[src/his_pkg.sv]
// Shared widths, command and status types for the homography inlier scoring unit.
package his_pkg;

   localparam int CoefW     = 48;
   localparam int PtW       = 24;
   localparam int ThrW      = 24;
   localparam int ErrW      = 48;
   localparam int CntW      = 16;
   localparam int AccW      = 58;
   localparam int QuotW     = 48;
   localparam int MulW      = 25;
   localparam int ProdW     = 2 * MulW;
   localparam int NumCoef   = 9;
   localparam int ProjSteps = 12;
   localparam int DivSteps  = 48;
   localparam int SqSteps   = 3;
   localparam int MaxBatch  = 65535;

   localparam logic [CntW-1:0] CntLimit = CntW'((MaxBatch < 65535) ? MaxBatch : 65535);
   localparam logic [ErrW-1:0] ErrMax   = {ErrW{1'b1}};
   localparam logic [ThrW-1:0] ThrReset = ThrW'(768);

   typedef enum logic [1:0] {
      MS_PROJ,
      MS_SQX,
      MS_SQY,
      MS_TH
   } mul_sel_type;

   typedef struct packed {
      logic        accept;
      logic        acc_init;
      logic        mul_en;
      mul_sel_type mul_sel;
      logic [3:0]  step;
      logic        div_start;
      logic        div_step;
      logic        diff_en;
      logic        out_load;
   } cmd_type;

   typedef struct packed {
      logic out_free;
   } sts_type;

endpackage

[src/his_ctrl.sv]
// Sequencer that steps the datapath through projection, division and squaring.
module his_ctrl (
   input  logic             clock,
   input  logic             reset,
   input  logic             req_valid,
   input  logic             req_func,
   input  his_pkg::sts_type sts,
   output logic             req_stall,
   output his_pkg::cmd_type cmd
);
   import his_pkg::*;

   typedef enum logic [3:0] {
      S_IDLE,
      S_PROJ,
      S_PDRAIN,
      S_DSTART,
      S_DIV,
      S_DIFF,
      S_SQ,
      S_SDRAIN,
      S_OUT
   } state_type;

   state_type  state_ff;
   logic [5:0] cnt_ff;

   always_ff @(posedge clock) begin
      if (reset) begin
         state_ff <= S_IDLE;
         cnt_ff   <= '0;
      end else begin
         case (state_ff)
            S_IDLE: begin
               cnt_ff <= '0;
               if (req_valid && req_func) state_ff <= S_PROJ;
            end
            S_PROJ: begin
               if (cnt_ff == 6'(ProjSteps - 1)) begin
                  state_ff <= S_PDRAIN;
                  cnt_ff   <= '0;
               end else begin
                  cnt_ff <= cnt_ff + 6'd1;
               end
            end
            S_PDRAIN: state_ff <= S_DSTART;
            S_DSTART: begin
               state_ff <= S_DIV;
               cnt_ff   <= '0;
            end
            S_DIV: begin
               if (cnt_ff == 6'(DivSteps - 1)) begin
                  state_ff <= S_DIFF;
                  cnt_ff   <= '0;
               end else begin
                  cnt_ff <= cnt_ff + 6'd1;
               end
            end
            S_DIFF: begin
               state_ff <= S_SQ;
               cnt_ff   <= '0;
            end
            S_SQ: begin
               if (cnt_ff == 6'(SqSteps - 1)) begin
                  state_ff <= S_SDRAIN;
                  cnt_ff   <= '0;
               end else begin
                  cnt_ff <= cnt_ff + 6'd1;
               end
            end
            S_SDRAIN: state_ff <= S_OUT;
            S_OUT: begin
               if (sts.out_free) state_ff <= S_IDLE;
            end
            default: state_ff <= S_IDLE;
         endcase
      end
   end

   always_comb begin
      cmd         = '0;
      cmd.mul_sel = MS_PROJ;
      case (state_ff)
         S_IDLE: begin
            cmd.accept   = req_valid;
            cmd.acc_init = req_valid && req_func;
         end
         S_PROJ: begin
            cmd.mul_en = 1'b1;
            cmd.step   = cnt_ff[3:0];
         end
         S_DSTART: cmd.div_start = 1'b1;
         S_DIV:    cmd.div_step  = 1'b1;
         S_DIFF:   cmd.diff_en   = 1'b1;
         S_SQ: begin
            cmd.mul_en = 1'b1;
            if (cnt_ff == 6'd0) begin
               cmd.mul_sel = MS_SQX;
            end else if (cnt_ff == 6'd1) begin
               cmd.mul_sel = MS_SQY;
            end else begin
               cmd.mul_sel = MS_TH;
            end
         end
         S_OUT:    cmd.out_load = sts.out_free;
         default:  cmd.accept   = 1'b0;
      endcase
   end

   assign req_stall = (state_ff != S_IDLE);

endmodule

[config.mk]
export PLATFORM = sky130hd
export DESIGN_NAME = his_ctrl
export DESIGN_NICKNAME = d
export VERILOG_FILES = /design/src/his_pkg.sv /design/src/his_ctrl.sv
export SDC_FILE = /design/constraint.sdc
export NUM_CORES = 1
export LEC_CHECK = 0
export ABC_AREA = 0
export BUFFER_PORTS_ARGS = -buffer_cell sky130_fd_sc_hd__buf_2
export CAP_MARGIN = 30
export CORE_UTILIZATION = 40
export CTS_BUF_LIST = sky130_fd_sc_hd__clkbuf_4 sky130_fd_sc_hd__clkbuf_8
export CTS_CLUSTER_SIZE = 40
export DETAILED_ROUTE_END_ITERATION = 12
export GPL_TIMING_DRIVEN = 0
export PLACE_DENSITY = 0.58
export SYNTH_ARGS = -nofsm -noshare
export SYNTH_HDL_FRONTEND = slang
export SYNTH_SLANG_ARGS = --single-unit
[constraint.sdc]
create_clock -name clock -period 2.21 [get_ports clock]
set_input_delay 0.442 -clock clock [delete_from_list [all_inputs] [get_ports clock]]
set_output_delay 0.442 -clock clock [all_outputs]
set_load 0.05 [all_outputs]
==> results.sh, run 1 <==
export IMPL_dp_hpwl_um=1484
export IMPL_routed_wl_um=2000
export IMPL_power_leakage_nw=0.4473
export IMPL_port_buffers=17
export IMPL_cts_root_buffer="clkbuf_4"
export IMPL_worstPathRequired_ns=1.77
export IMPL_final_nets=137
export IMPL_n_fill_cell=213
export IMPL_clock_path_buffers=2
export IMPL_fin_worst_skew_ns=0.002804
export IMPL_route_detailed_drc=0
export IMPL_setup_viol=0
export IMPL_critical_path_arrival_ns=1.65
export IMPL_cts_made_buffers=3
export IMPL_fp_row_count=16
export IMPL_ant_nets=0
export IMPL_num_vias=825
export IMPL_clk_latency_ns=0.27
export IMPL_antenna_cells=0
export IMPL_cts_max_level=1
export IMPL_synth_common_cells="nand2_1 (12), dfxtp_1 (10), nor2_1 (8)"
export IMPL_synth_edf_count=0
export IMPL_syn_inst=106
export IMPL_yosys_area_top_type="dfxtp_1"
export IMPL_whs_ns=0.5612
export IMPL_synth_nets=115
export IMPL_max_freq_mhz=478.0
export IMPL_grt_use_total_pct=18.66
export IMPL_critPathKind="reg -> out"
export IMPL_core_mm2=0.002002
export IMPL_gp_congestion=0.7719
export IMPL_peakVddDrop_mv=0.9013
export IMPL_die_area_mm2=0.002342
export IMPL_critPathLaunchType="flip-flop"
export IMPL_start_util_pct=43.00
export IMPL_syn_avg_cell_area_um2=8.121
export IMPL_die_h_um=48.39
export IMPL_p_per_area_mw_per_mm2=1076
export IMPL_finalHoldViolCount=0
export IMPL_synth_top_area_share_pct=23.26
export IMPL_grt_pass1_vias=763
export IMPL_clk_pin_slew_ns=0.07
export IMPL_holdBufCountCts=0
export IMPL_path_max_fanout=10
export IMPL_drive_gt1_share_pct=31.50
export IMPL_ioPinCount=19
export IMPL_setup_tns_ns=0
export IMPL_vias_per_cell=5.357
export IMPL_slew_viol_final=0
export IMPL_clock_sinks=10
export IMPL_postCtsSetupRepairBufs=0
export IMPL_timing_final_crit_period_ns=2.092
export IMPL_fin_crit_sh_pct=94.67
export IMPL_synth_area_um2=860.8
export IMPL_die_width_um=48.39
export IMPL_wl_per_cell_um=12.99
export IMPL_drtIter0Drc=26
export IMPL_grt_overflow_total=0
export IMPL_synth_area_top_cells="dfxtp_1 (23%), ha_1 (5.8%), nor4b_4 (5.5%)"
export IMPL_ys_ff_latch=10
export IMPL_ys_seq_area_share_pct=23.26
export IMPL_synthArstFlopShare_pct=0
export IMPL_syn_to_final_growth_pct=21.80
export IMPL_grt_pass1_wl_um=3360
export IMPL_synth_flop_cell="dfxtp_1"
export IMPL_crit_path_end_kind="output port"
export IMPL_worstMarginPinSlew_ns=0.4706
export IMPL_maxSlewHeadroom_pct=68.63
export IMPL_yosysWarnings=0
export IMPL_cap_viol_max_count=0
export IMPL_ys_types=46
export IMPL_drt_pass1_iterations=4
export IMPL_antenna_found_initial=0
export IMPL_yosysMostFrequentCell="nand2_1"
export IMPL_status="complete, no violations"
export IMPL_cts_tree="done"
export IMPL_grt_max_degree=11
export IMPL_min_path_type="reg -> reg"
export IMPL_rsz0062_at_grt="false"
[per-stage QoR]
step / worst slack (ns) / utilization, % / area [µm²] / std cells / power (W)
6_report: 0.1178 / 52.38 / 1049 / 154 / 0.001129
5_1_grt: 0.03620 / 52.38 / 1049 / 154 / 0.001206
4_1_cts: 0.01670 / 51.44 / 1030 / 154 / 0.001099
3_5_place_dp: 0.2228 / 48.94 / 979.7 / 150 / 0.0009089
3_3_place_gp: 0.2437 / 48.94 / 979.7 / 150 / 0.0009020
2_1_floorplan: 0.09243 / - / 860.8 / 106 / 0.0007721
[flip-flops by register name, indices dropped and copies added (netlist names)]
register and cells:
state_ff 4, cnt_ff 6
[worst max-delay path, stage by stage, from the launching register on]
cell and delay (ns):
dfxtp_1 0.34, buf_4 0.19, nand2b_1 0.18, or3_4 0.37
nor2_1 0.10, buf_4 0.20
[cells in the final DEF (no fill, tap or decap), types with 4 or more instances in the layout]
master | Yosys | layout
buf_2 | 1 | 15
nand2_1 | 12 | 12
inv_1 | 7 | 7
and2_1 | 4 | 4
ha_1 | 4 | 4
nor2_1 | 8 | 8
dfxtp_1 | 10 | 9
buf_4 | 3 | 6
a21oi_1 | 5 | 5
clkbuf_4 | 0 | 4
[worst paths after layout]
path / from / to / slack [ns] / cells after the start
worst max-delay path: state_ff[1] / cmd[4] / 0.12 / 5
worst min-delay path: cnt_ff[0] / cnt_ff[0] / 0.56 / 1
worst max register to register: cnt_ff[0] / state_ff[1] / 0.33 / 6
worst min register to register: cnt_ff[0] / cnt_ff[0] / 0.56 / 1
[routing by layer]
| metal | wire length, µm | up-vias | share of wire (%) | GRT usage [%] |
|---|---|---|---|---|
| li1 | - | 426 | - | - |
| met1 | 976 | 371 | 49 | 24.42 |
| met2 | 912 | 26 | 46 | 30.52 |
| met3 | 97 | 2 | 4.9 | 3.145 |
| met4 | 14 | 0 | 0.70 | 7.353 |
| met5 | 0 | - | 0 | 0 |
[repair_timing]
item,CTS,global route
resized for setup,4,7
endpoints found under the setup margin,4,4
endpoints found under the hold margin,0,0
[cell families after synthesis]
kind of cell | count (synthesis) | share of synthesized area [%]
AOI/OAI and AO/OA | 24 | 21.95
and+or+nand+nor | 50 | 36.92
buffers and inverters | 15 | 9.010
DFF | 10 | 23.26
adders and majority gates | 4 | 5.814
xor gates and xnor gates | 3 | 3.053
[report_power, final]
group	internal [W]	total, W	switching (W)
Clock	0.000100	0.000171	0.0000713
Sequential	0.000213	0.000260	0.0000470
Combinational	0.000250	0.000697	0.000447
Total	0.000563	0.00113	0.000566
[layout make-up]
cell class | instances | area, µm² | share of cell area [%]
Tap cell | 27 | 33.78 | 3.222
Inverter | 7 | 26.28 | 2.506
Multi-Input combinational cell | 81 | 603.1 | 57.52
Buffer | 8 | 55.05 | 5.251
Timing Repair Buffer | 17 | 92.59 | 8.831
Sequential cell | 10 | 201.4 | 19.21
Clock buffer | 4 | 36.28 | 3.461
Note: power is estimated with default switching activity, not from simulation.
==> inputs of run 2 (changes only) <==
- MAX_ROUTING_LAYER: unset -> met4
- RECOVER_POWER: unset -> 50
==> run 2 against run 1 <==
Effect of this change:
- worst hold slack better by 0.0026 ns
- sequential share of layout area up 0.16 points
- routed wire length down 1.5%
- non-clock buffer count unchanged
- fmax about the same
- critical endpoint unchanged
- largest power group unchanged
==> results.sh, run 2 (synthesis gave the netlist of run 1 again) <==
export IMPL_n_fill_cell=215
export IMPL_p_switching_w=0.0005622
export IMPL_vias_per_cell=5.357
export IMPL_maxSlewHeadroom_pct=68.83
export IMPL_syn_to_final_growth_pct=20.79
export IMPL_largest_reg_flops=6
export IMPL_cts_made_buffers=3
export IMPL_die_h_um=48.39
export IMPL_setup_viol=0
export IMPL_wl_met3_um=92
export IMPL_routed_top_layer="met4"
export IMPL_ff2ff_setup_slack_ns=0.19
export IMPL_port_buffers=17
export IMPL_finalHoldViolCount=0
export IMPL_num_vias=825
export IMPL_critical_path_arrival_ns=1.65
export IMPL_drt_pass1_iterations=4
export IMPL_grt_max_degree=11
export IMPL_route_detailed_drc=0
export IMPL_place_inst=150
export IMPL_clock_path_buffers=2
export IMPL_p_per_area_mw_per_mm2=1081
export IMPL_core_mm2=0.002002
export IMPL_postCtsSetupRepairBufs=0
export IMPL_regMostFlops="cnt_ff"
export IMPL_clk_latency_ns=0.27
export IMPL_pwr_share_seq_pct=23.1
export IMPL_timing_final_crit_period_ns=2.091
export IMPL_dp_hpwl_um=1484
export IMPL_ioPinCount=19
export IMPL_rsz0062_at_grt="false"
export IMPL_path_max_fanout=10
export IMPL_final_nets=137
export IMPL_max_freq_mhz=478.2
export IMPL_routed_wl_um=1971
export IMPL_crit_path_end_kind="output port"
export IMPL_fp_row_count=16
export IMPL_clock_sinks=10
export IMPL_power_leakage_nw=0.4430
export IMPL_fin_crit_sh_pct=94.63
export IMPL_status="complete, no violations"
export IMPL_power_frac_clock_pct=15.2
export IMPL_die_width_um=48.39
export IMPL_cts_root_buffer="clkbuf_4"
export IMPL_die_area_mm2=0.002342
export IMPL_worstMarginPinSlew_ns=0.4675
export IMPL_grt_pass1_wl_um=3374
export IMPL_clk_pin_slew_ns=0.07
export IMPL_cts_max_level=1
export IMPL_p_comb_share_pct=61.7
export IMPL_drtIter0Drc=29
export IMPL_final_cell_mix="nand2_1 (13), buf_2 (12), dfxtp_1 (9), nor2_1 (8), inv_1 (7)"
export IMPL_fin_worst_skew_ns=0.002128
export IMPL_antenna_found_initial=0
export IMPL_cts_resized=4
export IMPL_grt_overflow_total=0
export IMPL_power_total_w=0.001124
export IMPL_worstPathRequired_ns=1.77
export IMPL_setup_tns_ns=0
export IMPL_final_common_cell="nand2_1"
export IMPL_holdBufCountCts=0
export IMPL_cap_viol_max_count=0
export IMPL_ant_nets=0
export IMPL_dr_wl_met2_um=891
export IMPL_min_path_type="reg -> reg"
export IMPL_slew_viol_final=0
export IMPL_peakVddDrop_mv=0.8980
export IMPL_cts_tree="done"
export IMPL_antenna_cells=0
export IMPL_switching_share_pct=50.00
export IMPL_finalNonFillerCells=154
export IMPL_grt_use_total_pct=19.26
export IMPL_start_util_pct=43.00
export IMPL_top_regs="cnt_ff: 6 flops, state_ff: 4 flops"
export IMPL_critPathKind="reg -> out"
export IMPL_met1_length_um=972
export IMPL_internal_power_w=0.0005622
export IMPL_gp_congestion=0.7824
export IMPL_wl_per_cell_um=12.80
export IMPL_critPathLaunchType="flip-flop"
export IMPL_grt_pass1_vias=762
export IMPL_drive_gt1_share_pct=29.92
==> run 2: metal layers <==
metal,vias up,GRT usage [%]
met4,0,7.353
met3,2,3.145
met5,-,-
li1,425,-
met1,372,24.61
met2,26,30.52
==> run 2: through the flow <==
step                cell area (µm²)  util, %  hold WS, ns  worst slack (ns)
finish                         1040    51.94       0.5638            0.1188
global route                   1040    51.94       0.5989           0.01830
CTS                            1030    51.44       0.5605           0.01670
detailed placement            979.7    48.94       0.5484            0.2228
global placement              979.7    48.94       0.5608            0.2437
floorplan                     860.8        -       0.5127           0.09243
==> run 2: power groups by stage <==
stage / Clock (W) / Combinational, W / Sequential [W]
2_1_floorplan: 0 / 0.000526 / 0.000246
3_3_place_gp: 0 / 0.000646 / 0.000256
3_5_place_dp: 0 / 0.000652 / 0.000257
4_1_cts: 0.000176 / 0.000668 / 0.000255
5_1_grt: 0.000191 / 0.000751 / 0.000265
6_report: 0.000171 / 0.000694 / 0.000260
==> run 2: critical path, stage by stage (launching register included) <==
cell and delay, ns:
dfxtp_1 0.34, buf_4 0.19, nand2b_1 0.18, or3_4 0.36
nor2_1 0.10, buf_4 0.20
==> run 2: final timing paths <==
path | startpoint | to | cells past startpoint
hold / removal | cnt_ff[0] | cnt_ff[0] | 1
setup reg to reg | cnt_ff[0] | state_ff[1] | 6
hold reg to reg | cnt_ff[0] | cnt_ff[0] | 1
setup / recovery | state_ff[1] | cmd[4] | 5
==> run 2: cell type report <==
class	instances	area [µm²]	share of cell area, %
plain buffers	8	55.05	5.295
clock buffers	4	36.28	3.490
inverters	7	26.28	2.527
multi-input cells	81	594.3	57.16
flip-flops and latches	10	201.4	19.37
well taps	27	33.78	3.249
repair buffers	17	92.59	8.905
