===== src/his_pkg.sv =====
// Shared widths, command and status types for the homography inlier scoring unit.
package his_pkg;

   localparam int CoefW     = 48;
   localparam int PtW       = 24;
   localparam int ThrW      = 24;
   localparam int ErrW      = 48;
   localparam int CntW      = 16;
   localparam int AccW      = 58;
   localparam int QuotW     = 48;
   localparam int MulW      = 25;
   localparam int ProdW     = 2 * MulW;
   localparam int NumCoef   = 9;
   localparam int ProjSteps = 12;
   localparam int DivSteps  = 48;
   localparam int SqSteps   = 3;
   localparam int MaxBatch  = 65535;

   localparam logic [CntW-1:0] CntLimit = CntW'((MaxBatch < 65535) ? MaxBatch : 65535);
   localparam logic [ErrW-1:0] ErrMax   = {ErrW{1'b1}};
   localparam logic [ThrW-1:0] ThrReset = ThrW'(768);

   typedef enum logic [1:0] {
      MS_PROJ,
      MS_SQX,
      MS_SQY,
      MS_TH
   } mul_sel_type;

   typedef struct packed {
      logic        accept;
      logic        acc_init;
      logic        mul_en;
      mul_sel_type mul_sel;
      logic [3:0]  step;
      logic        div_start;
      logic        div_step;
      logic        diff_en;
      logic        out_load;
   } cmd_type;

   typedef struct packed {
      logic out_free;
   } sts_type;

endpackage


===== src/his_dp.sv =====
// Datapath: coefficient store, shared multiplier, accumulators, divider and result register.
module his_dp (
   input  logic                                clock,
   input  logic                                reset,
   input  his_pkg::cmd_type                    cmd,
   input  logic                                req_func,
   input  logic [3:0]                          req_coef_index,
   input  logic signed [his_pkg::CoefW-1:0]    req_coef_value,
   input  logic signed [his_pkg::PtW-1:0]      req_src_x,
   input  logic signed [his_pkg::PtW-1:0]      req_src_y,
   input  logic signed [his_pkg::PtW-1:0]      req_dst_x,
   input  logic signed [his_pkg::PtW-1:0]      req_dst_y,
   input  logic                                req_last_point,
   input  logic [his_pkg::ThrW-1:0]            thr,
   input  logic                                rsp_stall,
   output his_pkg::sts_type                    sts,
   output logic                                rsp_valid,
   output logic [his_pkg::ErrW-1:0]            rsp_sq_error,
   output logic                                rsp_is_inlier,
   output logic                                rsp_degenerate,
   output logic [his_pkg::CntW-1:0]            rsp_inlier_count,
   output logic                                rsp_batch_end
);
   import his_pkg::*;

   logic signed [CoefW-1:0] coef_ff [NumCoef];
   logic signed [PtW-1:0]   sx_ff, sy_ff, dstx_ff, dsty_ff;
   logic                    last_ff;

   logic signed [MulW-1:0]  op_a, op_b;
   logic signed [ProdW-1:0] prod_ff;
   logic                    pvld_ff;
   mul_sel_type             psel_ff;
   logic [3:0]              pstep_ff;

   logic signed [AccW-1:0]  acc_ff [3];
   logic [AccW-1:0]         den_ff, remx_ff, remy_ff;
   logic [QuotW-1:0]        qx_ff, qy_ff;
   logic                    ovx_ff, ovy_ff, negx_ff, negy_ff, degen_ff;
   logic [PtW-1:0]          magx_ff, magy_ff;
   logic                    sat_ff;
   logic [ErrW-1:0]         sqx_ff, sqy_ff, thsq_ff;
   logic [CntW-1:0]         running_ff;

   logic                    rsp_valid_ff;
   logic [ErrW-1:0]         rsp_err_ff;
   logic                    rsp_inl_ff, rsp_degen_ff, rsp_end_ff;
   logic [CntW-1:0]         rsp_cnt_ff;

   // Operand selection for the shared multiplier.
   logic [2:0]              term;
   logic [3:0]              cidx;
   logic signed [CoefW-1:0] csel;
   logic signed [PtW-1:0]   coord;

   always_comb begin
      term = cmd.step[3:1];
      case (term)
         3'd0:    cidx = 4'd0;
         3'd1:    cidx = 4'd1;
         3'd2:    cidx = 4'd3;
         3'd3:    cidx = 4'd4;
         3'd4:    cidx = 4'd6;
         3'd5:    cidx = 4'd7;
         default: cidx = 4'd0;
      endcase
      csel  = coef_ff[cidx];
      coord = term[0] ? sy_ff : sx_ff;
      case (cmd.mul_sel)
         MS_PROJ: begin
            // The coefficient is split into a signed high half and an unsigned low half.
            op_a = cmd.step[0] ? $signed({1'b0, csel[23:0]}) : $signed({csel[47], csel[47:24]});
            op_b = $signed({coord[PtW-1], coord});
         end
         MS_SQX: begin
            op_a = $signed({1'b0, magx_ff});
            op_b = $signed({1'b0, magx_ff});
         end
         MS_SQY: begin
            op_a = $signed({1'b0, magy_ff});
            op_b = $signed({1'b0, magy_ff});
         end
         MS_TH: begin
            op_a = $signed({1'b0, thr});
            op_b = $signed({1'b0, thr});
         end
         default: begin
            op_a = '0;
            op_b = '0;
         end
      endcase
   end

   always_ff @(posedge clock) begin
      prod_ff  <= op_a * op_b;
      psel_ff  <= cmd.mul_sel;
      pstep_ff <= cmd.step;
      if (reset) begin
         pvld_ff <= 1'b0;
      end else begin
         pvld_ff <= cmd.mul_en;
      end
   end

   // Coefficient store and point capture.
   always_ff @(posedge clock) begin
      if (reset) begin
         for (int i = 0; i < NumCoef; i++) coef_ff[i] <= '0;
      end else if (cmd.accept && !req_func && (req_coef_index < 4'(NumCoef))) begin
         coef_ff[req_coef_index] <= req_coef_value;
      end
   end

   always_ff @(posedge clock) begin
      if (cmd.acc_init) begin
         sx_ff   <= req_src_x;
         sy_ff   <= req_src_y;
         dstx_ff <= req_dst_x;
         dsty_ff <= req_dst_y;
         last_ff <= req_last_point;
      end
   end

   // Projection accumulators; each product is floored to scale 2^16 on its own.
   logic signed [AccW-1:0] term_add;
   logic [1:0]             tgt;

   always_comb begin
      tgt = pstep_ff[3:2];
      if (pstep_ff[0]) begin
         term_add = AccW'(prod_ff >>> 16);
      end else begin
         term_add = $signed({prod_ff, 8'b0});
      end
   end

   always_ff @(posedge clock) begin
      if (cmd.acc_init) begin
         acc_ff[0] <= AccW'(coef_ff[2] >>> 8);
         acc_ff[1] <= AccW'(coef_ff[5] >>> 8);
         acc_ff[2] <= AccW'(coef_ff[8] >>> 8);
      end else if (pvld_ff && (psel_ff == MS_PROJ) && (tgt != 2'd3)) begin
         acc_ff[tgt] <= acc_ff[tgt] + term_add;
      end
   end

   // Restoring divider, one quotient bit per cycle for both coordinates.
   logic [AccW-1:0] numx, numy, denm;
   logic [AccW:0]   trialx, trialy;

   always_comb begin
      numx   = acc_ff[0][AccW-1] ? AccW'(-acc_ff[0]) : acc_ff[0];
      numy   = acc_ff[1][AccW-1] ? AccW'(-acc_ff[1]) : acc_ff[1];
      denm   = acc_ff[2][AccW-1] ? AccW'(-acc_ff[2]) : acc_ff[2];
      trialx = {remx_ff, qx_ff[QuotW-1]};
      trialy = {remy_ff, qy_ff[QuotW-1]};
   end

   always_ff @(posedge clock) begin
      if (cmd.div_start) begin
         den_ff   <= denm;
         remx_ff  <= AccW'(numx[AccW-1:40]);
         remy_ff  <= AccW'(numy[AccW-1:40]);
         qx_ff    <= {numx[39:0], 8'b0};
         qy_ff    <= {numy[39:0], 8'b0};
         ovx_ff   <= AccW'(numx[AccW-1:40]) >= denm;
         ovy_ff   <= AccW'(numy[AccW-1:40]) >= denm;
         negx_ff  <= acc_ff[0][AccW-1] ^ acc_ff[2][AccW-1];
         negy_ff  <= acc_ff[1][AccW-1] ^ acc_ff[2][AccW-1];
         degen_ff <= (acc_ff[2] == '0);
      end else if (cmd.div_step) begin
         if (trialx >= {1'b0, den_ff}) begin
            remx_ff <= AccW'(trialx - {1'b0, den_ff});
            qx_ff   <= {qx_ff[QuotW-2:0], 1'b1};
         end else begin
            remx_ff <= trialx[AccW-1:0];
            qx_ff   <= {qx_ff[QuotW-2:0], 1'b0};
         end
         if (trialy >= {1'b0, den_ff}) begin
            remy_ff <= AccW'(trialy - {1'b0, den_ff});
            qy_ff   <= {qy_ff[QuotW-2:0], 1'b1};
         end else begin
            remy_ff <= trialy[AccW-1:0];
            qy_ff   <= {qy_ff[QuotW-2:0], 1'b0};
         end
      end
   end

   // Signed differences against the destination point.
   logic signed [QuotW+1:0] sqx_s, sqy_s, difx, dify;
   logic [QuotW+1:0]        mgx, mgy;

   always_comb begin
      sqx_s = negx_ff ? -$signed({2'b0, qx_ff}) : $signed({2'b0, qx_ff});
      sqy_s = negy_ff ? -$signed({2'b0, qy_ff}) : $signed({2'b0, qy_ff});
      difx  = (QuotW+2)'(dstx_ff) - sqx_s;
      dify  = (QuotW+2)'(dsty_ff) - sqy_s;
      mgx   = difx[QuotW+1] ? (QuotW+2)'(-difx) : difx;
      mgy   = dify[QuotW+1] ? (QuotW+2)'(-dify) : dify;
   end

   always_ff @(posedge clock) begin
      if (cmd.diff_en) begin
         magx_ff <= mgx[PtW-1:0];
         magy_ff <= mgy[PtW-1:0];
         sat_ff  <= ovx_ff || ovy_ff || (mgx[QuotW+1:PtW] != '0) || (mgy[QuotW+1:PtW] != '0);
      end
      if (pvld_ff) begin
         case (psel_ff)
            MS_SQX:  sqx_ff  <= prod_ff[ErrW-1:0];
            MS_SQY:  sqy_ff  <= prod_ff[ErrW-1:0];
            MS_TH:   thsq_ff <= prod_ff[ErrW-1:0];
            default: thsq_ff <= thsq_ff;
         endcase
      end
   end

   // Final sum, threshold compare and batch count.
   logic [ErrW:0]   sum;
   logic [ErrW-1:0] err;
   logic            inl;
   logic [CntW-1:0] cnt_next;

   always_comb begin
      sum      = {1'b0, sqx_ff} + {1'b0, sqy_ff};
      err      = (degen_ff || sat_ff || sum[ErrW]) ? ErrMax : sum[ErrW-1:0];
      inl      = !degen_ff && (err <= thsq_ff);
      cnt_next = (inl && (running_ff < CntLimit)) ? running_ff + 1'b1 : running_ff;
   end

   always_ff @(posedge clock) begin
      if (reset) begin
         rsp_valid_ff <= 1'b0;
         running_ff   <= '0;
      end else begin
         if (cmd.out_load) begin
            rsp_valid_ff <= 1'b1;
            running_ff   <= last_ff ? '0 : cnt_next;
         end else if (rsp_valid_ff && !rsp_stall) begin
            rsp_valid_ff <= 1'b0;
         end
      end
   end

   always_ff @(posedge clock) begin
      if (cmd.out_load) begin
         rsp_err_ff   <= err;
         rsp_inl_ff   <= inl;
         rsp_degen_ff <= degen_ff;
         rsp_cnt_ff   <= cnt_next;
         rsp_end_ff   <= last_ff;
      end
   end

   assign sts.out_free     = !rsp_valid_ff || !rsp_stall;
   assign rsp_valid        = rsp_valid_ff;
   assign rsp_sq_error     = rsp_err_ff;
   assign rsp_is_inlier    = rsp_inl_ff;
   assign rsp_degenerate   = rsp_degen_ff;
   assign rsp_inlier_count = rsp_cnt_ff;
   assign rsp_batch_end    = rsp_end_ff;

endmodule


===== config.mk =====
export PLATFORM = sky130hd
export DESIGN_NAME = his_dp
export DESIGN_NICKNAME = d
export VERILOG_FILES = /design/src/his_pkg.sv /design/src/his_dp.sv
export SDC_FILE = /design/constraint.sdc
export NUM_CORES = 2
export LEC_CHECK = 0
export BUFFER_PORTS_ARGS = -buffer_cell sky130_fd_sc_hd__buf_4
export CAP_MARGIN = 20
export CORE_ASPECT_RATIO = 0.75
export CORE_MARGIN = 2
export CORE_UTILIZATION = 59
export CTS_CLUSTER_DIAMETER = 40
export DETAILED_ROUTE_END_ITERATION = 6
export GPL_TIMING_DRIVEN = 0
export PLACE_DENSITY = 0.76
export SYNTH_ARGS = -nofsm -noshare
export SYNTH_HDL_FRONTEND = slang
export SYNTH_SLANG_ARGS = --single-unit

===== constraint.sdc =====
create_clock -name clock -period 17.82 [get_ports clock]
set_input_delay 4.455 -clock clock [delete_from_list [all_inputs] [get_ports clock]]
set_output_delay 4.455 -clock clock [all_outputs]
set_load 0.03 [all_outputs]

==> out/metrics.cfg <==
[status]
status = finished, final reports clean

[yosys]
synthDistinctLibCells = 98
yosys_most_used_dff = edfxtp_1
synth.area.mux_share = 0.0401
synth_top_family_by_area = adder cells
synth-xor-area-share = 0.0537
yosysTopAreaCell = edfxtp_1
syn_inst = 10300
syn_area_sq_um = 103000
ys_ff_latch = 1350
synth_adder_area_share = 0.195
syn_area_per_cell_sq_um = 10.1
synth_edf_count = 1181
synth_area_leaders = edfxtp_1 (34%), fa_1 (13%), ha_1 (6.7%), nand2_1 (3.7%), inv_1 (3.6%)
ys_seq_area_frac = 0.376
synthSimpleGateAreaFrac = 0.150
yosysWarnings = 0
async_flop_share = 0
synth_top_area_frac = 0.343
synth_compound_area_frac = 0.133

[place]
place_ws_ns = -0.153
finalWeightedCongestion = 1.11
dp_hpwl_mm = 320
placed_cells = 12900
numPortBuffers = 255

[min_path]
hold_class = flip-flop to flip-flop

[clocking]
cts.path.max_buffers = 3
cts_resized = 0
cts_sinks = 1350
cts_setup_buffers = 0
cts_root_buf = clkbuf_16
hold_buffers = 0
cts_buffers = 165
cts_tree = built
htreeDepth = 4
clock_latency_ns = 0.85
clk_pin_slew_worst_paths_ns = 0.06

[final_layout]
drive_gt1_frac = 0.0799
final_nets = 12200
fin_cells = 13300
area_delta_synth_final_pct = 11.2
final_cell_mix = edfxtp_1 (1,181), nand2_1 (1,008), inv_1 (978), nor2_1 (683), fa_1 (665)
layout_commonest_cell = edfxtp_1

[drt]
drc = 0
avgViaCountPerCell = 6.47
num_vias = 86000
drt_iter0_drc = 11600
firstDrtPassIters = 6
routedWlPerCell_um = 29.8
ant_nets = 0
routed_wl_mm = 397

[global_route]
antenna_found_initial = 44
grt_pass1_vias = 82300
grtUsageTotal = 0.439
grt_overflow = 0
grt_start_max_net_pins = 71
grt_pass1_wl_mm = 565

[setup_path]
cp.depth = 37
r2r_setup_slack_ns = 6.03
worst_path_most_repeated_cell = fa_1
arrival_ns = 18.28
critical_path_buf_inv_count = 13
r2r_end = prod_ff[45]
critPathMaxStageDelay_ns = 0.92
crit_type = primary input to flip-flop
worstReg2RegStart = coef_ff[2][8]
crit_family = buffers and inverters
crit_fanout = 10
start_kind = primary input
worstRegToRegCells = 35
cp-end-kind = flip-flop
crit_start = cmd[5]
crit_end = prod_ff[45]
cp_data_required_time_ns = 18.51
critPathSlowestCell = a31oi_1

[timing]
fin_skew_ns = 0.0769
fmax_ghz = 0.0569
fin_crit_ns = 17.59
hold_viol_final = 0
setup_violations = 0
slew_violations = 0
worst_pin_slew_ns = 1.29
setup_ws_ns = 0.231
slew_headroom = 0.135
fin_setup_tns_ns = 0
rsz0062_at_grt = no
fin_crit_sh = 0.987

[floorplanning]
start_util = 0.592
core-area_sq_um = 175000
die_area_sq_um = 179000
die_h_um = 367
rows = 133
die_x_um = 488
boundaryPins = 259

[run]
cap_violations = 0

worst min-delay path by stage:
stage                        startpoint            end  slack (ns)  cells past startpoint
after CTS                   remx_ff[46]    remx_ff[46]        0.49                      2
after floorplan              prod_ff[0]      sqx_ff[0]        0.44                      0
final                       remx_ff[18]    remx_ff[18]        0.49                      2
after global placement    running_ff[5]  running_ff[5]        0.47                      2
after global routing        remy_ff[31]    remy_ff[31]        0.50                      2
after detailed placement    remy_ff[37]    remy_ff[37]        0.48                      2
through the flow:
step                hold WS, ns  cell area [sq um]  utilization
finish                    0.486             115000        0.659
CTS                       0.488             115000        0.657
global placement          0.466             108000        0.621
global route              0.505             115000        0.658
detailed placement        0.480             109000        0.625
floorplan                 0.439             104000            -
routing by layer:
layer / vias up / GRT usage / wire, um
met5: - / 0 / 271
met4: 18 / 0.255 / 26900
met3: 1100 / 0.148 / 55800
met2: 5743 / 0.616 / 164000
met1: 42000 / 0.591 / 150000
li1: 37100 / - / -
worst reg2reg max path, delay by kind of cell, from the launching register on:
family	cells	cell delay, ns
AOI/OAI and AO/OA	15	4.32
adders and majority gates	8	4.00
and+or+nand+nor	6	1.42
buffers and inverters	4	0.91
DFF	1	0.53
muxes	1	0.26
xor gates and xnor gates	1	0.22
area by class of cell:
class	count	area [sq um]
well taps	2295	2870
inverters	984	3700
flip-flops and latches	1350	38800
plain buffers	447	1690
fillers	13800	59700
clock buffers	195	4300
diodes	42	105
repair buffers	313	2810
multi-input cells	7551	59500
clock inverters	113	1220
synthesized netlist by cell type, types with 44 or more instances:
library cell and number:
mux4_2 62, fa_1 665, or4_1 49, or3_1 103
a21o_1 243, nand2b_1 115, a21oi_1 524, o21bai_1 52
clkbuf_1 406, and2_1 500, edfxtp_1 1181, nor3_1 134
mux2_2 123, inv_1 979, nor2b_1 116, o21a_1 55
or2_2 52, nor4_1 48, nand2_1 1008, xnor2_1 317
o21ai_0 598, and3_1 47, o31ai_1 104, xor2_1 314
a22oi_1 44, mux2i_1 137, a211oi_1 114, o22ai_1 59
nor2_1 685, nand4_1 72, ha_1 551, nand3_1 119
dfxtp_1 169, a31oi_1 49
state kept, by name, summed over array words and instances (netlist names), 48 cells and up:
signal / cells
coef_ff: 413
acc_ff: 232
den_ff: 58
remx_ff: 58
remy_ff: 58
prod_ff: 50
qx_ff: 48
qy_ff: 48
rsp_sq_error: 48
sqx_ff: 48
sqy_ff: 48
thsq_ff: 48
cell families (layout without fill, tap and decap cells):
logic type / Yosys count / in the layout
and+or+nand+nor: 3153 / 3153
other: 1 / 100
AOI/OAI and AO/OA: 2169 / 2169
muxes: 322 / 322
DFF: 1350 / 1350
buffers and inverters: 1431 / 2052
adders and majority gates: 1216 / 1216
xor gates and xnor gates: 633 / 633
Power is not shown: default switching activity piles up to over one toggle a cycle in this logic, so the estimate is an artifact.
